`src/rtl/mck_pkg.sv`:
```
package mck_pkg;

    localparam int CODE_ENTRIES = 43;

    localparam int CHAR_W     = 8;
    localparam int UNIT_W     = 14;
    localparam int DUR_W      = 16;
    localparam int IDX_W      = 6;
    localparam int CODE_W     = 8;
    localparam int COUNT_W    = 3;
    localparam int UNITS_W    = 3;
    localparam int PROD_W     = UNIT_W + UNITS_W;
    localparam int APB_ADDR_W = 3;
    localparam int APB_DATA_W = 32;

    localparam logic [CHAR_W-1:0] BASE_CHAR  = 8'h30;
    localparam logic [CHAR_W-1:0] SPACE_CHAR = 8'h20;

    localparam logic [UNITS_W-1:0] UNITS_DOT  = 3'd1;
    localparam logic [UNITS_W-1:0] UNITS_DASH = 3'd3;
    localparam logic [UNITS_W-1:0] UNITS_GAP  = 3'd3;
    localparam logic [UNITS_W-1:0] UNITS_WORD = 3'd7;

    localparam logic [UNIT_W-1:0] UNIT_LENGTH_RESET = 14'd128;

    // word index within the register map
    localparam logic REG_UNIT_LENGTH = 1'b0;

    typedef enum logic [1:0] {
        ST_IDLE,
        ST_ON,
        ST_OFF,
        ST_FINAL
    } state_t;

    typedef enum logic [1:0] {
        PER_MARK,
        PER_SPACE,
        PER_FINAL
    } period_t;

    typedef struct packed {
        logic    load;
        logic    advance;
        logic    strobe;
        period_t period;
    } cmd_t;

    typedef struct packed {
        logic empty_code;
        logic last_elem;
    } status_t;

    function automatic logic [CODE_W-1:0] code_rom(input logic [IDX_W-1:0] idx);
        logic [CODE_W-1:0] c;
        case (idx)
            6'd0:    c = 8'hBF;
            6'd1:    c = 8'hBE;
            6'd2:    c = 8'hBC;
            6'd3:    c = 8'hB8;
            6'd4:    c = 8'hB0;
            6'd5:    c = 8'hA0;
            6'd6:    c = 8'hA1;
            6'd7:    c = 8'hA3;
            6'd8:    c = 8'hA7;
            6'd9:    c = 8'hAF;
            6'd17:   c = 8'h42;
            6'd18:   c = 8'h81;
            6'd19:   c = 8'h85;
            6'd20:   c = 8'h61;
            6'd21:   c = 8'h20;
            6'd22:   c = 8'h84;
            6'd23:   c = 8'h63;
            6'd24:   c = 8'h80;
            6'd25:   c = 8'h40;
            6'd26:   c = 8'h8E;
            6'd27:   c = 8'h65;
            6'd28:   c = 8'h82;
            6'd29:   c = 8'h43;
            6'd30:   c = 8'h41;
            6'd31:   c = 8'h67;
            6'd32:   c = 8'h86;
            6'd33:   c = 8'h8B;
            6'd34:   c = 8'h62;
            6'd35:   c = 8'h60;
            6'd36:   c = 8'h21;
            6'd37:   c = 8'h64;
            6'd38:   c = 8'h88;
            6'd39:   c = 8'h66;
            6'd40:   c = 8'h89;
            6'd41:   c = 8'h8D;
            6'd42:   c = 8'h83;
            default: c = 8'h00;
        endcase
        return c;
    endfunction

endpackage

```
`src/rtl/morse_character_keyer.sv`:
```
// Morse keyer: start with busy low takes one ASCII character, and the block then
// puts out one lamp period per clock cycle on the result ports, each marked by
// strobe for exactly one cycle; the receiver must take every result as it comes.
// A character of n elements gives 2n+1 results (mark and space per element, then
// the final period), set by the element sequencer giving one period a cycle; a
// space or a character without elements gives only the final period, and the
// longest code has five elements. last_of_run marks a character's final period.
// Users write unit_length over the apb port only while busy is low; not enforced.
module morse_character_keyer (
    input  logic                             clk,
    input  logic                             rst_n,
    input  logic                             start,
    input  logic [mck_pkg::CHAR_W-1:0]       character,
    output logic                             busy,
    output logic                             strobe,
    output logic                             lamp_on,
    output logic [mck_pkg::DUR_W-1:0]        duration_ticks,
    output logic                             last_of_run,
    output logic                             unsupported,
    input  logic                             psel,
    input  logic                             penable,
    input  logic                             pwrite,
    input  logic [mck_pkg::APB_ADDR_W-1:0]   paddr,
    input  logic [mck_pkg::APB_DATA_W-1:0]   pwdata,
    output logic [mck_pkg::APB_DATA_W-1:0]   prdata,
    output logic                             pready
);
    import mck_pkg::*;

    logic [UNIT_W-1:0] unit_length_reg;
    logic [UNIT_W-1:0] unit_length_next;
    logic              reg_hit;
    cmd_t              cmd;
    status_t           status;

    assign pready  = 1'b1;
    assign reg_hit = (paddr[APB_ADDR_W-1] == REG_UNIT_LENGTH);

    always_comb
    begin
        unit_length_next = unit_length_reg;
        if (psel && penable && pwrite && pready && reg_hit)
        begin
            unit_length_next = pwdata[UNIT_W-1:0];
        end
    end

    always_ff @(posedge clk or negedge rst_n)
    begin
        if (!rst_n)
        begin
            unit_length_reg <= UNIT_LENGTH_RESET;
        end
        else
        begin
            unit_length_reg <= unit_length_next;
        end
    end

    assign prdata = reg_hit ? APB_DATA_W'(unit_length_reg) : '0;

    mck_ctrl u_ctrl (
        .clk    (clk),
        .rst_n  (rst_n),
        .start  (start),
        .status (status),
        .cmd    (cmd),
        .busy   (busy)
    );

    mck_dp u_dp (
        .clk            (clk),
        .character      (character),
        .unit_length    (unit_length_reg),
        .cmd            (cmd),
        .status         (status),
        .lamp_on        (lamp_on),
        .duration_ticks (duration_ticks),
        .last_of_run    (last_of_run),
        .unsupported    (unsupported)
    );

    assign strobe = cmd.strobe;

    // an accepted item always yields a result in the very next cycle
    a_accept_then_result: assert property (@(posedge clk) disable iff (!rst_n)
        (start && !busy) |=> strobe)
        else $error("no result after accepted item");

    a_last_frees: assert property (@(posedge clk) disable iff (!rst_n)
        (strobe && last_of_run) |=> !busy)
        else $error("still busy after last result");

    a_result_in_run: assert property (@(posedge clk) disable iff (!rst_n)
        strobe |-> busy)
        else $error("result outside a run");

    a_unsup_gap: assert property (@(posedge clk) disable iff (!rst_n)
        (strobe && unsupported) |-> (last_of_run && !lamp_on))
        else $error("unsupported flag on a non-gap period");

endmodule

```
`src/rtl/mck_ctrl.sv`:
```
module mck_ctrl (
    input  logic             clk,
    input  logic             rst_n,
    input  logic             start,
    input  mck_pkg::status_t status,
    output mck_pkg::cmd_t    cmd,
    output logic             busy
);
    import mck_pkg::*;

    state_t state_reg;
    state_t state_next;

    always_ff @(posedge clk or negedge rst_n)
    begin
        if (!rst_n)
        begin
            state_reg <= ST_IDLE;
        end
        else
        begin
            state_reg <= state_next;
        end
    end

    always_comb
    begin
        state_next = state_reg;
        case (state_reg)
            ST_IDLE:
            begin
                if (start)
                begin
                    state_next = status.empty_code ? ST_FINAL : ST_ON;
                end
            end
            ST_ON:
            begin
                state_next = ST_OFF;
            end
            ST_OFF:
            begin
                state_next = status.last_elem ? ST_FINAL : ST_ON;
            end
            ST_FINAL:
            begin
                state_next = ST_IDLE;
            end
            default:
            begin
                state_next = ST_IDLE;
            end
        endcase
    end

    always_comb
    begin
        cmd.load    = 1'b0;
        cmd.advance = 1'b0;
        cmd.strobe  = 1'b0;
        cmd.period  = PER_FINAL;
        busy        = 1'b1;
        case (state_reg)
            ST_IDLE:
            begin
                busy     = 1'b0;
                cmd.load = start;
            end
            ST_ON:
            begin
                cmd.strobe = 1'b1;
                cmd.period = PER_MARK;
            end
            ST_OFF:
            begin
                cmd.strobe  = 1'b1;
                cmd.period  = PER_SPACE;
                cmd.advance = 1'b1;
            end
            ST_FINAL:
            begin
                cmd.strobe = 1'b1;
                cmd.period = PER_FINAL;
            end
            default:
            begin
                busy = 1'b0;
            end
        endcase
    end

endmodule

```
`src/rtl/mck_dp.sv`:
```
module mck_dp (
    input  logic                         clk,
    input  logic [mck_pkg::CHAR_W-1:0]   character,
    input  logic [mck_pkg::UNIT_W-1:0]   unit_length,
    input  mck_pkg::cmd_t                cmd,
    output mck_pkg::status_t             status,
    output logic                         lamp_on,
    output logic [mck_pkg::DUR_W-1:0]    duration_ticks,
    output logic                         last_of_run,
    output logic                         unsupported
);
    import mck_pkg::*;

    logic [CODE_W-1:0]  code_reg;
    logic [CODE_W-1:0]  code_next;
    logic [COUNT_W-1:0] count_reg;
    logic [COUNT_W-1:0] count_next;
    logic [UNITS_W-1:0] final_units_reg;
    logic [UNITS_W-1:0] final_units_next;
    logic               unsup_reg;
    logic               unsup_next;

    logic [CHAR_W-1:0]  offset;
    logic               is_space;
    logic               no_entry;
    logic [CODE_W-1:0]  in_code;
    logic [UNITS_W-1:0] units;
    logic [PROD_W-1:0]  product;

    // decode of the incoming character
    always_comb
    begin
        offset   = character - BASE_CHAR;
        is_space = (character == SPACE_CHAR);
        no_entry = !is_space &&
                   ((character < BASE_CHAR) || (offset >= CHAR_W'(CODE_ENTRIES)));
        if (is_space || no_entry)
        begin
            in_code = '0;
        end
        else
        begin
            in_code = code_rom(offset[IDX_W-1:0]);
        end
    end

    assign status.empty_code = (in_code[CODE_W-1 -: COUNT_W] == '0);
    assign status.last_elem  = (count_reg == COUNT_W'(1));

    always_comb
    begin
        code_next        = code_reg;
        count_next       = count_reg;
        final_units_next = final_units_reg;
        unsup_next       = unsup_reg;
        if (cmd.load)
        begin
            code_next        = in_code;
            count_next       = in_code[CODE_W-1 -: COUNT_W];
            final_units_next = is_space ? UNITS_WORD : UNITS_GAP;
            unsup_next       = no_entry;
        end
        else if (cmd.advance)
        begin
            // whole byte shifts, as the element bits are consumed from bit 0
            code_next  = code_reg >> 1;
            count_next = count_reg - COUNT_W'(1);
        end
    end

    always_ff @(posedge clk)
    begin
        code_reg        <= code_next;
        count_reg       <= count_next;
        final_units_reg <= final_units_next;
        unsup_reg       <= unsup_next;
    end

    always_comb
    begin
        case (cmd.period)
            PER_MARK:  units = code_reg[0] ? UNITS_DASH : UNITS_DOT;
            PER_SPACE: units = UNITS_DOT;
            PER_FINAL: units = final_units_reg;
            default:   units = final_units_reg;
        endcase
    end

    assign product = PROD_W'(units) * PROD_W'(unit_length);

    always_comb
    begin
        lamp_on        = cmd.strobe && (cmd.period == PER_MARK);
        last_of_run    = cmd.strobe && (cmd.period == PER_FINAL);
        unsupported    = cmd.strobe && (cmd.period == PER_FINAL) && unsup_reg;
        duration_ticks = '0;
        if (cmd.strobe)
        begin
            // saturate at the top of the 16 bit range
            if (product[PROD_W-1:DUR_W] != '0)
            begin
                duration_ticks = '1;
            end
            else
            begin
                duration_ticks = product[DUR_W-1:0];
            end
        end
    end

endmodule
```
`config.mk`:
```
export PLATFORM = sky130hd
export DESIGN_NAME = morse_character_keyer
export DESIGN_NICKNAME = d
export VERILOG_FILES = /design/src/rtl/mck_pkg.sv /design/src/rtl/morse_character_keyer.sv /design/src/rtl/mck_ctrl.sv /design/src/rtl/mck_dp.sv
export SDC_FILE = /design/constraint.sdc
export NUM_CORES = 1
export LEC_CHECK = 0
export BUFFER_PORTS_ARGS = -buffer_cell sky130_fd_sc_hd__buf_2
export CAP_MARGIN = 15
export CORE_MARGIN = 3
export CORE_UTILIZATION = 40
export DETAILED_ROUTE_END_ITERATION = 10
export PLACE_DENSITY = 0.66
export RECOVER_POWER = 25
export SYNTH_ARGS = -nofsm -noshare
export SYNTH_HDL_FRONTEND = slang
export SYNTH_SLANG_ARGS = --single-unit
```
`constraint.sdc`:
```
create_clock -name clk -period 5.3 [get_ports clk]
set_input_delay 1.06 -clock clk [delete_from_list [all_inputs] [get_ports clk]]
set_output_delay 1.06 -clock clk [all_outputs]
set_load 0.005 [all_outputs]
```
[Word-level counts from Yosys, hierarchy flattened]
Memory sizes are Yosys's and may differ from the RTL's.
Index checks and enable logic that the tools add are counted.
Storage, ports and cells
  bits of input ports: 49
  bits in read-only memories: 512
  bits in registers: 31
  memories: 1
  word-level logic and storage cells: 54
Memories
  (name not given): depth 64, width 8, rd ports 1, clocked after memory_dff 0, wr ports 0, line mck_pkg.sv:56  | case (idx)
Cells by class
  order comparisons: 2
  bitwise logic cells: 1
  mux-type cells: 19
  reduce and logical (&&, ||, !) cells: 14
  equal/unequal tests: 8
  multiply operators: 1
  add/sub/neg operators: 2
Operators by type and width (number)
  $mux 16: 2
  $mux 8: 3
  $mul 3x14->17: 1
  $mux 14: 1
  $mux 3: 3
  $pmux 3 s3: 1
  $eq 8x6->1 const B: 1
  $ge 8x6->1 const B: 1
  $lt 8x6->1 const B: 1
  $mux 2: 4
  $pmux 2 s4: 1
  $sub 8x6->8 const B: 1
  $logic_and 1x1->1: 7
  $eq 2x2->1 const B: 3
  $pmux 3 s2: 1
  $eq 2x1->1 const B: 2
  $logic_not 2->1: 2
  $eq 3x1->1 const B: 1
  $logic_not 3->1: 1
  $mux 1: 3
  $sub 3x1->3 const B: 1
  $logic_or 1x1->1: 2
  $ne 2x2->1 const B: 1
  $reduce_bool 2->1: 1
  2 further kinds: 2

[Logic depth before layout (Yosys ltp)]
Gate-level depths: netlist of run 1.
  depth in word-level cells: 10
  depth in mapped cells: 15
  gate-level depth less buffers: 14

[Hierarchy]
A second synthesis of run 1 with hierarchy kept.
Second synthesis, totals
  cells, all modules: 411
  area, all modules: 3580.9 um^2
Modules (own cells, without submodules)
  mck_dp: cells an instance 326, instances 1, seq. area each 390.4 um^2, area each 2590.0 um^2
  morse_character_keyer: cells an instance 66, instances 1, seq. area each 351.6 um^2, area each 828.3 um^2
  mck_ctrl: cells an instance 19, instances 1, seq. area each 50.0 um^2, area each 162.7 um^2

[Least setup slack after synthesis of run 1]
No wires, ideal clock.
  kind: register -> output
  start point: reg u_ctrl.state_reg[1]
  end point: out duration_ticks[10] (netlist name)
  cell stages (with the launch flop): 16
  arrival time: 3406 ps
  data required time: 4240 ps
  setup slack: 834 ps
  path through: dfrtp_1 inv_1 ha_1 mux2i_1 clkbuf_1 nand2_1 fa_1 inv_1 ha_1 a21oi_2 nand2b_1 a31oi_1 a211o_1 a31oi_4 buf_6 a21oi_1
On the way
  cells in the longest elaborated chain, start to end: 7
Ends and longest elaborated chain
  start: declaration: line mck_ctrl.sv:11  | state_t state_reg;
  start signal: assignment: line mck_ctrl.sv:22  | state_reg <= state_next;
  $eq 2x2->1 / $eq 2x1->1 (equally long branches): line mck_ctrl.sv:63  | case (state_reg)
  $pmux 3 s3 *: line mck_ctrl.sv:63
  $eq 2x1->1 / $logic_not 2->1 (equally long branches): line mck_dp.sv:81  | case (cmd.period)
  $pmux 3 s2: line mck_dp.sv:81
  $mul 3x14->17: line mck_dp.sv:89  | assign product = PROD_W'(units) * PROD_W'(unit_length);
  $mux 16: line mck_dp.sv:100  | if (product[PROD_W-1:DUR_W] != '0)
  $mux 16 *: line mck_dp.sv:97  | if (cmd.strobe)
  end: declaration: line morse_character_keyer.sv:17  | output logic [mck_pkg::DUR_W-1:0] duration_ticks,
Mark *: on every way between the ends. The rest lies on a longest branch, timed or not.

[Final worst setup path of run 1]
  start point: reg u_ctrl.state_reg[0]
  end point: out duration_ticks[1] (netlist name)
The elaborated chain is that of the path after synthesis.

==> results of run 1 <==
==> metrics by stage <==
step                utilization  setup TNS [ns]  instance area [um^2]
floorplan                     -               0                  3520
global placement          0.454               0                  3760
detailed placement        0.454               0                  3760
CTS                       0.464               0                  3850
global route              0.466         -0.0182                  3870
finish                    0.466               0                  3870
==> report_power, final <==
part | internal (mW) | switching, mW | leakage, nW
sequential | 0.259 | 0.0269 | 0.311
combinational | 0.361 | 0.392 | 1.53
clock | 0.0906 | 0.0783 | 0.0450
total | 0.710 | 0.497 | 1.88
==> how the worst max path moves through the flow <==
stage / to / slack [ns] / cells past startpoint
2_1_floorplan: duration_ticks[10] / 0.83 / 15
3_5_place_dp: duration_ticks[1] / 0.36 / 15
6_report: duration_ticks[1] / 0.25 / 16
3_3_place_gp: duration_ticks[1] / 0.46 / 15
4_1_cts: duration_ticks[1] / 0.05 / 15
5_1_grt: duration_ticks[11] / -0.007 / 16
==> worst reg2reg max path, stage by stage, from the launching register on <==
cell and delay [ns]:
dfrtp_1 0.40, inv_1 0.12, ha_1 0.22, nand2_1 0.29, inv_1 0.30, mux2_2 0.37
==> routing by layer <==
metal	wire [um]	up-vias	GRT usage
li1	-	1461	-
met1	3140	1368	0.192
met2	3780	69	0.274
met3	377	4	0.0205
met4	32	0	0.0284
met5	0	-	0
==> placed cells by master (no fill, tap or decap), drive strengths merged, types with 3 or more instances in the layout <==
master  instances
and2           15
nor3            6
inv            50
a211oi          7
nand3           5
nand2b          7
mux2i           3
ha             34
edfxtp         13
a21o            4
o31ai           3
buf            63
a21oi          36
mux2           16
dfrtp          15
nor2b           9
o211ai          5
o21ai          19
xor2            6
clkbuf          9
nand2          36
a31oi           5
conb           19
o22ai           3
xnor2           4
nor2           18
fa             13
==> cell families after synthesis <==
logic type | after synthesis | share of synthesized area
AOI/OAI and AO/OA | 103 | 0.195
xor gates and xnor gates | 10 | 0.0253
adders and majority gates | 47 | 0.198
buffers and inverters | 84 | 0.118
DFF | 29 | 0.229
muxes | 20 | 0.0684
other | 2 | 0.00217
and+or+nand+nor | 108 | 0.164
==> area by class of cell <==
class | instances | area share
flip-flops and latches | 29 | 0.205
multi-input cells | 307 | 0.602
repair buffers | 66 | 0.0896
clock buffers | 6 | 0.0188
clock inverters | 2 | 0.00259
well taps | 105 | 0.0340
inverters | 50 | 0.0485
==> timing repair <==
item,CTS,global route
resized for setup,0,1
setup buffers,0,1
endpoints found under the setup margin,0,16
==> flow_metrics.tcl, run 1 <==
set metrics [dict create \
    status "finished, final reports clean" \
    insertedDiodeCount 0 \
    grt_max_degree 26 \
    floorplan.core_area_mm2 0.00830 \
    detailroute.via_count 2902 \
    gp_congestion 0.855 \
    max_cap_violations 0 \
    synth_area_leaders "ha_1, edfxtp_1, dfrtp_1" \
    grt_antenna_before_repair 0 \
    fp.dieArea_mm2 0.00980 \
    cts.reportedPaths.clkPinSlew_ns 0.06 \
    dpl.hpwl_mm 5.97 \
    numCtsBuffers 5 \
    crit_arrival_ns 3.99 \
    final.fill_count 842 \
    hold_buffers 0 \
    required_ns 4.24 \
    whs_ns 0.539 \
    multi_input_comb_area_mm2 0.00233 \
    crit-reg2reg-capture "u_dp.code_reg[5]$_DFFE_PP_" \
    post_synth_instance_area_mm2 0.00346 \
    layoutNonFillerInstCount 565 \
    synth_top_cell_area_share 0.123 \
    worst_skew_pair.late_latency_ns 0.27 \
    synthFlopType "dfrtp_1" \
    cellLeakagePower_nw 1.88 \
    numPortBuffers 63 \
    grt_first_pass_wirelength_mm 12.5 \
    ys_seq_area_frac 0.229 \
    dp.cells 556 \
    worstRegToRegCells 5 \
    crit_path_max_incr_delay_ns 0.50 \
    remaining_drc_errors 0 \
    final.min_clock_period_ns 5.05 \
    die-height_um 99 \
    worstHoldStart "u_dp.code_reg[1]$_DFFE_PP_" \
    dp_slack_ns 0.356 \
    irDropWorstVdd_v 0.0000951 \
    cts_root_buffer "clkbuf_8" \
    slew_limit_headroom 0.451 \
    number_of_flip_flops_under_the_largest_register_name 14 \
    setup.worst_path.start_class "register" \
    hold_end "u_dp.code_reg[0]$_DFFE_PP_" \
    synthDominantAreaCellType "ha_1" \
    cts_tree "yes" \
    first_global_vias 2778 \
    htree_num_levels 2 \
    crit_path_start "u_ctrl.state_reg[0]$_DFFE_PN0P_" \
    numClockSinks 29 \
    crit_chain "inv_1, ha_1, nor2b_1, buf_4, nand2_1, fa_1, inv_1, ha_1, a21oi_2, nand2b_1, a31oi_1, a211o_1, a31oi_4, buf_12, a21oi_1, buf_2" \
    top_level_ports 103 \
    r2r_setup_slack_ns 3.34 \
    timing.fmax_mhz 198 \
    crit_family "adder cells" \
    postSynth.asyncResetShare 0.552 \
    cp_max_fo 14 \
    timing.final.hold_violations 0 \
    synth_cells 403 \
    initial_utilization 0.417 \
    layout_worst_path_cycle_share 0.953 \
    finalMaxSlewViolations 0 \
    synthToLayoutAreaGrowth_pct 11.8 \
    cts.path.max_buffers 2 \
    register_area_um2 792 \
    detail-route-antenna-nets 0 \
    routedWlPerCell_um 13.0 \
    worst-slew-pin-transition_ns 0.824 \
    worstSetupEndpointType "output pin" \
    rows 33 \
    number_of_stages_on_the_worst_hold_path 2 \
    hold_path.class "register to register" \
    post_detailed_route_via_to_cell_ratio 5.14 \
    timing.setup.critical_path_class "register to output pin" \
    synth.top_cells.by_count "inv_1, nand2_1, a21oi_1" \
    layout-drive-gt1-share 0.213 \
    yosysWarningCount 0 \
    crit-reg2reg-launch "u_ctrl.state_reg[0]$_DFFE_PN0P_" \
    most_used_standard_cell_by_instance_count_after_synthesis "inv_1" \
    yosys_reg_bits 29 \
    die_width_um 99 \
    drt-total-wl_mm 7.32 \
    total_power_mw 1.21 \
    synth_enable_flop_cells 13 \
    grt.total_usage 0.151 \
    synth.avg_cell_area_um2 8.58 \
    power.density_cell_area_mw_per_mm2 312 \
    path_buf_inv 5 \
    drt_iter0_markers 98 \
    drt_first_pass_iters 4 \
    finalSetupViolCount 0 \
    worst_path_max_delay_cell "fa_1" \
    setup_skew_after_layout_ns 0.00379 \
    globalRouteOverflowTotal 0 \
    count_of_cell_types_in_the_netlist 61 \
    worst_slack_ns 0.250 \
    final_nets 555 \
]
Power figures use the tool's default switching activity.
==> inputs of run 2 (changes only) <==
CORE_UTILIZATION = 30   (was 40)
PLACE_DENSITY = 0.53   (was 0.66)
==> run 2 against run 1 <==
Worst setup slack gained 0.0092 ns. Cell count grew 6.2%. Routed wire length grew 8.5%. Flip-flop and latch count is the same. Via count grew 1.1%. First-iteration DRC count grew 3.1%. Critical path type unchanged. Critical endpoint is now duration_ticks[3].
==> flow_metrics.tcl, run 2 (same netlist as run 1, synthesis figures left out) <==
set metrics [dict create \
    layout.cells.most_common "buf_2" \
    remaining_drc_errors 0 \
    drt_first_pass_iters 4 \
    max_cap_violations 0 \
    top_level_ports 103 \
    grt_antenna_before_repair 0 \
    dpl.hpwl_mm 6.51 \
    power.density_cell_area_mw_per_mm2 343 \
    setup.worst_path.start_class "register" \
    hold_buffers 0 \
    setup_skew_after_layout_ns 0.00466 \
    globalRouteOverflowTotal 0 \
    final_cell_area_mm2 0.00401 \
    setup_tns_ns 0 \
    grt.met1_usage 0.164 \
    layout-drive-gt1-share 0.222 \
    layout_common_cells "buf_2, inv_1, nand2_1, a21oi_1, ha_1" \
    htree_num_levels 2 \
    hold_path.class "register to register" \
    total_power_mw 1.38 \
    insertedDiodeCount 0 \
    slew_limit_headroom 0.426 \
    detail-route-antenna-nets 0 \
    gp_congestion 0.842 \
    status "finished, final reports clean" \
    grt_first_pass_wirelength_mm 13.2 \
    required_ns 4.24 \
    cp_max_fo 14 \
    floorplan.core_area_mm2 0.0110 \
    hold_end "u_dp.code_reg[6]$_DFFE_PP_" \
    crit_arrival_ns 3.98 \
    drt-total-wl_mm 7.95 \
    fp.dieArea_mm2 0.0129 \
    drt_iter0_markers 101 \
    groute.layer.met2.usage 0.214 \
    layout_worst_path_cycle_share 0.951 \
    worst-slew-pin-transition_ns 0.862 \
    timing.fmax_mhz 198 \
    finalMaxSlewViolations 0 \
    rsz_0062_raised_after_global_routing "no" \
    cts_root_buffer "clkbuf_16" \
    layout.core_utilization 0.364 \
    post_detailed_route_via_to_cell_ratio 4.89 \
    die_width_um 113 \
    timing.final.hold_violations 0 \
    r2r_setup_slack_ns 3.31 \
    cellLeakagePower_nw 1.94 \
    worstRegToRegCells 5 \
    initial_utilization 0.314 \
    final_nets 555 \
    grt.total_usage 0.122 \
    post_dp_cell_area_mm2 0.00381 \
    routedWlPerCell_um 13.2 \
    cts_tree "yes" \
    detailroute.via_count 2934 \
    worstHoldStart "u_dp.code_reg[7]$_SDFFCE_PN0P_" \
    cts.reportedPaths.clkPinSlew_ns 0.05 \
    cts.path.max_buffers 2 \
    rows 38 \
    finalSetupViolCount 0 \
    final.min_clock_period_ns 5.04 \
    timing.setup.critical_path_class "register to output pin" \
    number_of_stages_on_the_worst_hold_path 2 \
    die-height_um 113 \
    crit-reg2reg-launch "u_ctrl.state_reg[0]$_DFFE_PN0P_" \
    first_global_vias 2818 \
    numCtsBuffers 5 \
    crit-reg2reg-capture "u_dp.code_reg[5]$_DFFE_PP_" \
    busiest_layer "met2" \
    grt_max_degree 26 \
    worstSetupEndpointType "output pin" \
    global_route.usage.met3 0.0212 \
    numClockSinks 29 \
    synthToLayoutAreaGrowth_pct 16.0 \
    worst_skew_pair.late_latency_ns 0.27 \
    irDropWorstVdd_v 0.000199 \
    number_of_flip_flops_under_the_largest_register_name 14 \
    numPortBuffers 63 \
]
[run 2: cell count changes in the layout (fill, tap and decap cells not counted), sizes merged]
cell,before,now
buf,63,65
bufinv,0,1
clkbuf,9,7
clkinv,2,0
clkinvlp,0,1
[run 2: power by group]
part	switching [mW]	leakage [nW]	internal (mW)
clock	0.0904	0.0831	0.234
sequential	0.0281	0.311	0.259
combinational	0.401	1.54	0.364
[run 2: worst max-delay path: stages (launching register included)]
cell and delay (ns):
dfrtp_1 0.40, inv_1 0.13, ha_1 0.22, mux2i_1 0.08, buf_4 0.18, and2_1 0.18, fa_1 0.49, ha_1 0.19
inv_1 0.06, fa_1 0.44, nor2b_4 0.15, o2111ai_2 0.15, a31oi_2 0.27, a211o_1 0.22, a31oi_4 0.11, buf_12 0.16
a21oi_1 0.14, buf_2 0.14
[run 2: how the worst max path moves through the flow]
stage / start / end / slack [ns] / cells past startpoint
6_report: u_ctrl.state_reg[0]$_DFFE_PN0P_ / duration_ticks[3] / 0.26 / 17
3_5_place_dp: u_ctrl.state_reg[0]$_DFFE_PN0P_ / duration_ticks[3] / 0.39 / 15
3_3_place_gp: u_ctrl.state_reg[0]$_DFFE_PN0P_ / duration_ticks[2] / 0.40 / 15
4_1_cts: u_ctrl.state_reg[0]$_DFFE_PN0P_ / duration_ticks[3] / 0.09 / 15
5_1_grt: u_ctrl.state_reg[0]$_DFFE_PN0P_ / duration_ticks[0] / 0.0001 / 17
2_1_floorplan: u_ctrl.state_reg[1]$_DFFE_PN0P_ / duration_ticks[10] / 0.83 / 15
[run 2: cell type report]
type	count	area [um^2]
Multi-Input combinational cell	307	2330
Clock buffer	6	139
Inverter	50	188
Clock inverter	2	37.5
Tap cell	140	175
Sequential cell	29	792
Timing Repair Buffer	66	349
Fill cell	1155	7020
[run 2: repair_timing]
| item | CTS | global route |
|---|---|---|
| resized for setup | 0 | 2 |
| setup endpoints to repair | 0 | 16 |
| setup buffers | 0 | 1 |
| hold endpoints to repair | 0 | 0 |
[run 2: layer usage]
layer	share of wire	vias to the layer above
met3	0.053	2
li1	-	1463
met2	0.49	73
met4	0.0015	0
met5	0	-
met1	0.46	1396
[run 2: per-stage QoR]
stage          cells  worst slack, ns  hold slack (ns)
2_1_floorplan    420            0.834            0.489
3_3_place_gp     591            0.404            0.511
3_5_place_dp     591            0.385            0.523
4_1_cts          599           0.0897            0.536
5_1_grt          600         0.000114            0.554
6_report         600            0.259            0.530
